[config.mk]
export PLATFORM = sky130hd
export DESIGN_NAME = tbf_ctrl
export DESIGN_NICKNAME = d
export VERILOG_FILES = /design/src/rtl/tbf_pkg.sv /design/src/rtl/tbf_ctrl.sv
export SDC_FILE = /design/constraint.sdc
export NUM_CORES = 1
export LEC_CHECK = 0
export ABC_AREA = 1
export BUFFER_PORTS_ARGS = -buffer_cell sky130_fd_sc_hd__buf_2
export CAP_MARGIN = 10
export CORE_AREA = 2 2 39 41
export CTS_CLUSTER_DIAMETER = 40
export DETAILED_ROUTE_END_ITERATION = 6
export DIE_AREA = 0 0 41 43
export PLACE_DENSITY = 0.68
export SLEW_MARGIN = 0
export SYNTH_ARGS = -nofsm -noshare
export SYNTH_HDL_FRONTEND = slang
export SYNTH_SLANG_ARGS = --single-unit
[constraint.sdc]
create_clock -name clk -period 2.24 [get_ports clk]
set_clock_uncertainty 0.1 [all_clocks]
set_input_delay 0.112 -clock clk [delete_from_list [all_inputs] [get_ports clk]]
set_output_delay 0.112 -clock clk [all_outputs]
set_load 0.01 [all_outputs]
[src/rtl/tbf_pkg.sv]
// shared types, constants and address helper for the tile reflect border fill block
// no dependencies; every other file of the block but tbf_ram refers to this package by scoped names
package tbf_pkg;

    localparam int TILE_MAX_WIDTH  = 64;
    localparam int TILE_MAX_HEIGHT = 64;
    localparam int PIXEL_BITS      = 8;
    localparam int OFFSET          = 1;

    localparam int MEM_DEPTH  = TILE_MAX_WIDTH * TILE_MAX_HEIGHT;
    localparam int ADDR_W     = $clog2(MEM_DEPTH);
    localparam int COL_SHIFT  = $clog2(TILE_MAX_WIDTH);

    // signed coordinate, covers clamped limits up to 254 and small negatives
    localparam int COORD_W    = 10;
    localparam int SUM_W      = COORD_W + COL_SHIFT + 1;

    localparam int CFG_ADDR_W = 5;
    localparam int CFG_DATA_W = 32;

    typedef logic signed [COORD_W-1:0] coord_t;

    typedef enum logic [1:0] {
        CMD_WRITE = 2'd0,
        CMD_FILL  = 2'd1,
        CMD_READ  = 2'd2,
        CMD_NOP   = 2'd3
    } cmd_t;

    typedef enum logic [2:0] {
        REG_BLOCK_WIDTH  = 3'd0,
        REG_BLOCK_HEIGHT = 3'd1,
        REG_VALID_LEFT   = 3'd2,
        REG_VALID_TOP    = 3'd3,
        REG_VALID_RIGHT  = 3'd4,
        REG_VALID_BOTTOM = 3'd5
    } reg_idx_t;

    typedef enum logic [2:0] {
        ST_IDLE,
        ST_RD_WAIT,
        ST_SETUP,
        ST_CHECK,
        ST_FILL_RD,
        ST_FILL_WR
    } state_t;

    typedef enum logic [1:0] {
        PH_LEFT   = 2'd0,
        PH_RIGHT  = 2'd1,
        PH_TOP    = 2'd2,
        PH_BOTTOM = 2'd3
    } phase_t;

    typedef struct packed {
        logic [6:0] block_width;
        logic [6:0] block_height;
        logic [5:0] valid_left;
        logic [5:0] valid_top;
        logic [6:0] valid_right;
        logic [6:0] valid_bottom;
    } cfg_regs_t;

    // controller to datapath
    typedef struct packed {
        logic px_wr;
        logic px_rd;
        logic setup;
        logic next_phase;
        logic step;
        logic fill_rd;
        logic fill_wr;
        logic out_load;
        logic out_from_ram;
        logic out_done;
    } dp_cmd_t;

    // datapath to controller
    typedef struct packed {
        logic out_busy;
        logic phase_skip;
        logic last_copy;
        logic last_phase;
    } dp_status_t;

    // flat tile address, wraps modulo the memory size like two's complement
    function automatic logic [ADDR_W-1:0] flat_addr(input coord_t r, input coord_t c);
        logic signed [SUM_W-1:0] sum;
        sum = (SUM_W'(r) <<< COL_SHIFT) + SUM_W'(c);
        return sum[ADDR_W-1:0];
    endfunction

endpackage

[src/rtl/tbf_ctrl.sv]
// controller state machine for the tile reflect border fill block
// depends on tbf_pkg; drives the datapath through dp_cmd_t and watches dp_status_t
module tbf_ctrl (
    input  logic                clk,
    input  logic                rst_n,
    input  logic                in_valid,
    input  logic [1:0]          item_cmd,
    input  tbf_pkg::dp_status_t status,
    output logic                in_stall,
    output tbf_pkg::dp_cmd_t    dp_cmd
);

    tbf_pkg::state_t state_reg;
    tbf_pkg::state_t state_next;
    tbf_pkg::cmd_t   cmd_code;
    logic            idle;
    logic            accept;

    assign cmd_code = tbf_pkg::cmd_t'(item_cmd);
    assign idle     = (state_reg == tbf_pkg::ST_IDLE);
    assign accept   = in_valid && idle && !status.out_busy;
    assign in_stall = !idle || status.out_busy;

    always_ff @(posedge clk or negedge rst_n)
    begin
        if (!rst_n)
        begin
            state_reg <= tbf_pkg::ST_IDLE;
        end
        else
        begin
            state_reg <= state_next;
        end
    end

    // next state
    always_comb
    begin
        state_next = state_reg;
        case (state_reg)
            tbf_pkg::ST_IDLE:
            begin
                if (accept)
                begin
                    case (cmd_code)
                        tbf_pkg::CMD_FILL: state_next = tbf_pkg::ST_SETUP;
                        tbf_pkg::CMD_READ: state_next = tbf_pkg::ST_RD_WAIT;
                        default:           state_next = tbf_pkg::ST_IDLE;
                    endcase
                end
            end
            tbf_pkg::ST_RD_WAIT: state_next = tbf_pkg::ST_IDLE;
            tbf_pkg::ST_SETUP:   state_next = tbf_pkg::ST_CHECK;
            tbf_pkg::ST_CHECK:
            begin
                if (!status.phase_skip)
                begin
                    state_next = tbf_pkg::ST_FILL_RD;
                end
                else if (status.last_phase)
                begin
                    state_next = tbf_pkg::ST_IDLE;
                end
            end
            tbf_pkg::ST_FILL_RD: state_next = tbf_pkg::ST_FILL_WR;
            tbf_pkg::ST_FILL_WR:
            begin
                if (!status.last_copy)
                begin
                    state_next = tbf_pkg::ST_FILL_RD;
                end
                else if (status.last_phase)
                begin
                    state_next = tbf_pkg::ST_IDLE;
                end
                else
                begin
                    state_next = tbf_pkg::ST_CHECK;
                end
            end
            default: state_next = tbf_pkg::ST_IDLE;
        endcase
    end

    // datapath commands
    always_comb
    begin
        dp_cmd = '0;
        case (state_reg)
            tbf_pkg::ST_IDLE:
            begin
                if (accept)
                begin
                    case (cmd_code)
                        tbf_pkg::CMD_WRITE:
                        begin
                            dp_cmd.px_wr    = 1'b1;
                            dp_cmd.out_load = 1'b1;
                        end
                        tbf_pkg::CMD_READ:
                        begin
                            dp_cmd.px_rd = 1'b1;
                        end
                        tbf_pkg::CMD_FILL:
                        begin
                            // limits are latched in the setup state
                        end
                        default:
                        begin
                            dp_cmd.out_load = 1'b1;
                        end
                    endcase
                end
            end
            tbf_pkg::ST_RD_WAIT:
            begin
                dp_cmd.out_load     = 1'b1;
                dp_cmd.out_from_ram = 1'b1;
            end
            tbf_pkg::ST_SETUP:
            begin
                dp_cmd.setup = 1'b1;
            end
            tbf_pkg::ST_CHECK:
            begin
                if (status.phase_skip)
                begin
                    if (status.last_phase)
                    begin
                        dp_cmd.out_load = 1'b1;
                        dp_cmd.out_done = 1'b1;
                    end
                    else
                    begin
                        dp_cmd.next_phase = 1'b1;
                    end
                end
            end
            tbf_pkg::ST_FILL_RD:
            begin
                dp_cmd.fill_rd = 1'b1;
            end
            tbf_pkg::ST_FILL_WR:
            begin
                dp_cmd.fill_wr = 1'b1;
                if (!status.last_copy)
                begin
                    dp_cmd.step = 1'b1;
                end
                else if (status.last_phase)
                begin
                    dp_cmd.out_load = 1'b1;
                    dp_cmd.out_done = 1'b1;
                end
                else
                begin
                    dp_cmd.next_phase = 1'b1;
                end
            end
            default:
            begin
                dp_cmd = '0;
            end
        endcase
    end

endmodule

---- Yosys cells after proc, flatten, opt, wreduce, memory -nomap -nowiden ----
Index checks and enable logic that the tools add are counted.
word-level totals
  register bits after elaboration ......... 3
  output and inout port bits .............. 11
  word-level logic and storage cells ...... 47
cells by class
  equality and inequality tests ........... 9
  multiplexer cells ....................... 28
  reduce and logical (&&, ||, !) cells .... 9
operator list
  operator            number
  $mux 1              16
  $pmux 3 s5          1
  $mux 3              4
  $eq 3x2->1 const B  2
  $eq 3x3->1 const B  2
  $mux 2              3
  $pmux 1 s2          2
  $pmux 1 s4          1
  $pmux 2 s2          1
  $eq 3x1->1 const B  1
  $logic_not 3->1     1
  $ne 3x3->1 const B  1
  $eq 2x1->1 const B  1
  $eq 2x2->1 const B  1
  $logic_and 1x1->1   2
  $logic_not 1->1     2
  $logic_not 2->1     1
  $ne 2x1->1 const B  1
  $reduce_and 2->1    1
  $reduce_or 2->1     1
  $logic_or 1x1->1    1

---- Depth between registers and ports, before layout ----
  word-level depth ........................ 5
  depth in mapped cells ................... 7
  gate-level depth less buffers ........... 7

---- Least setup slack after synthesis ----
Ideal clock, no wire load.
  path type ............................... flip-flop to output port
  start point ............................. register state_reg[1]
  end point ............................... output dp_cmd[2] (netlist bit)
  arrival time ............................ 1.059 ns
  data required time ...................... 2.028 ns
  path slack .............................. 0.969 ns
  stages on the path, launching flop included .. 8
  cells stage by stage .................... dfrtp_1 > inv_2 > nand2_1 > nor2_4 > nand2_1 > nand3_1 > nor2_1 > nor2_1
RTL lines
  item                    RTL line        text
  from (decl)             tbf_ctrl.sv:13  tbf_pkg::state_t state_reg;
  from (signal assigned)  tbf_ctrl.sv:28  state_reg <= tbf_pkg::ST_IDLE;
  from (signal assigned)  tbf_ctrl.sv:32  state_reg <= state_next;
  to (decl)               tbf_ctrl.sv:10  output tbf_pkg::dp_cmd_t dp_cmd

==> impl_metrics.json <==
{
  "rr_startpoint": "state_reg[2]$_DFFE_PN0P_",
  "start_util_pct": 30.1,
  "numPortBuffers": 19,
  "grt_overflow": 0,
  "final_cell_mix": "19 x buf_2, 17 x nand2_1, 16 x inv_1",
  "synth_nets": 85,
  "setup_viol": 0,
  "finalNonFillerCells": 112,
  "pwr-share-comb_pct": 62.6,
  "finalSetupTns_ns": 0,
  "rows": 14,
  "synth_top_family_by_area": "simple AND/OR/NAND/NOR gates",
  "ys_ff_latch": 3,
  "hp-class": "primary input to async pin",
  "core_um2": 1380,
  "start_kind": "flop",
  "cpMostUsedCell": "nor2_1",
  "seqCellArea_um2": 75.1,
  "htreeDepth": 1,
  "synth-simple-area-share_pct": 45.0,
  "antenna_left": 0,
  "first_pass_iters": 4,
  "hold_viol": 0,
  "cp_max_fo": 6,
  "wl_per_cell_um": 8.73,
  "layout_commonest_cell": "buf_2",
  "clock_sinks": 3,
  "power_mw": 0.562,
  "avgViaCountPerCell": 4.38,
  "grt_pass1_vias": 412,
  "dieArea_um2": 1760,
  "muxShareOfSynthArea_pct": 0,
  "cts_buffer_depth": 2,
  "whs_ns": 0.137,
  "cpMaxStageDelayCell": "dfrtp_1",
  "multi_input_area_um2": 270,
  "synth_top_area_share_pct": 18.0,
  "cp.required_ns": 2.03,
  "cts_tree": "yes",
  "antenna_found_initial": 0,
  "ys_seq_area_share_pct": 18.0,
  "grt_pass1_wl_um": 1580,
  "rsz0062_at_grt": "no",
  "synth_adder_area_share_pct": 12.0,
  "place_area_um2": 532,
  "fmax_mhz": 610,
  "cap_viol_max_count": 0,
  "place.gp.congestion": 0.792,
  "syn_avg_cell_area_um2": 5.79,
  "largest_reg_flops": 3,
  "syn_area_um2": 417,
  "yosysUniqueCellTypes": 15,
  "p_leak_nw": 0.382,
  "syn-instance-count": 72,
  "drc": 0,
  "synth-compound-area-share_pct": 7.81,
  "crit_chain": "nor2_4, nand4_1, nor2_1, nor2_1, nor2_1, buf_2",
  "finalCriticalPeriod_ns": 1.64,
  "cp-startpoint": "state_reg[1]$_DFFE_PN0P_",
  "final_cell_area_um2": 568,
  "wl_um": 978,
  "vias": 491,
  "critPathTopFamily": "simple AND/OR/NAND/NOR gates",
  "n_fill_cell": 170,
  "track_usage_pct": 13.0,
  "place_inst": 107,
  "n_antenna_cell": 0,
  "slowest_delay_ns": 0.45,
  "drtIter0Drc": 8,
  "status": "complete, no violations",
  "tightest_slew_ns": 0.250,
  "yosys-top-cells-area": "dfrtp_1 18%, nand2_1 15%, inv_1 14%",
  "io_pins": 20,
  "numCtsBuffers": 3,
  "grt_max_degree": 10,
  "final_nets": 110,
  "critPathKind": "flop to primary output",
  "slew_violations": 0,
  "drive_gt1_share_pct": 30.2,
  "power.switching_mw": 0.284,
  "hpwl_um": 815,
  "intPower_mw": 0.278,
  "cp-end-kind": "primary output",
  "p_seq_share_pct": 21.3,
  "fp.dieW_um": 41,
  "vdd_drop_max_uv": 339,
  "clkLatencyLatePin_ns": 0.23,
  "synthXorXnorAreaFrac_pct": 0,
  "path_clk_slew_ns": 0.04,
  "cts-root-buf": "clkbuf_4",
  "slew_headroom_pct": 83.4,
  "swShare_pct": 50.5,
  "synth_top_cell_by_area": "dfrtp_1",
  "synthToLayoutAreaGrowth_pct": 36.3,
  "ys_warn_count": 0,
  "p_clk_share_pct": 16.2,
  "arrival_ns": 1.43,
  "period_share_pct": 73.2,
  "p_per_area_nw_per_um2": 989,
  "crit_buf_inv": 1,
  "die_height_um": 43
}
==> kinds of logic after synthesis <==
| family | count (synthesis) |
|---|---|
| buf+inv | 19 |
| compound gates | 5 |
| flops | 3 |
| simple gates | 41 |
| fa+ha+maj | 4 |
==> routing by layer <==
metal / up-vias / GRT usage, % / routed length (µm)
li1: 266 / - / -
met1: 209 / 16.2 / 450
met2: 16 / 20.0 / 472
met3: 0 / 4.71 / 54
met4: 0 / 4.00 / 0
met5: - / 0 / 0
==> power groups by stage <==
stage | Clock [mW] | Combinational (mW) | Sequential (mW)
final | 0.0908 | 0.351 | 0.119
after global routing | 0.0986 | 0.414 | 0.122
after CTS | 0.0906 | 0.358 | 0.119
after detailed placement | 0 | 0.354 | 0.119
after global placement | 0 | 0.345 | 0.118
after floorplan | 0 | 0.254 | 0.111
==> worst reg2reg max path: stages, from the launching register on <==
cell and delay, ns:
dfrtp_1 0.44, inv_2 0.18, ha_1 0.26, inv_1 0.05, nand2_1 0.08, nand3_1 0.10
nand2_1 0.06
==> stage by stage <==
step / utilization (%) / setup slack [ns]
finish: 41.0 / 0.600
CTS: 41.0 / 0.589
detailed placement: 38.4 / 0.829
floorplan: - / 0.969
global placement: 38.4 / 0.847
global route: 41.0 / 0.485
==> final timing paths <==
| check | slack (ns) | cells past startpoint | endpoint |
|---|---|---|---|
| max | 0.60 | 6 | dp_cmd[2] |
| min | 0.14 | 2 | state_reg[1]$_DFFE_PN0P_ |
| max reg2reg | 0.86 | 6 | state_reg[0]$_DFFE_PN0P_ |
| min reg2reg | 0.66 | 4 | state_reg[2]$_DFFE_PN0P_ |
| max in group asynchronous | 1.80 | 2 | state_reg[0]$_DFFE_PN0P_ |
| min in group clk | 0.18 | 5 | state_reg[1]$_DFFE_PN0P_ |
==> synth_stat cells <==
master     n
nand2_1   17
inv_1     16
nand3_1   10
nor2_1     9
ha_1       4
dfrtp_1    3
inv_2      3
nor2_4     2
o21ai_0    2
a211oi_2   1
a21oi_1    1
nand4_1    1
nor2_2     1
nor3_1     1
o21ai_1    1
==> layout make-up <==
type                       count  share of cell area, %
sequential                     3                   13.2
clock buffer                   4                   4.63
timing repair buffer          20                   18.5
inverter                      19                   12.6
multi-input combinational     50                   47.6
tap                           16                   3.52
==> what timing repair did <==
item                      4_1_cts  5_1_grt
hold buffers                    1        0
hold endpoints to repair        3        0
setup buffers                   0        0
gates resized for setup         0        0
No activity file was read; power rests on OpenSTA's default activity.
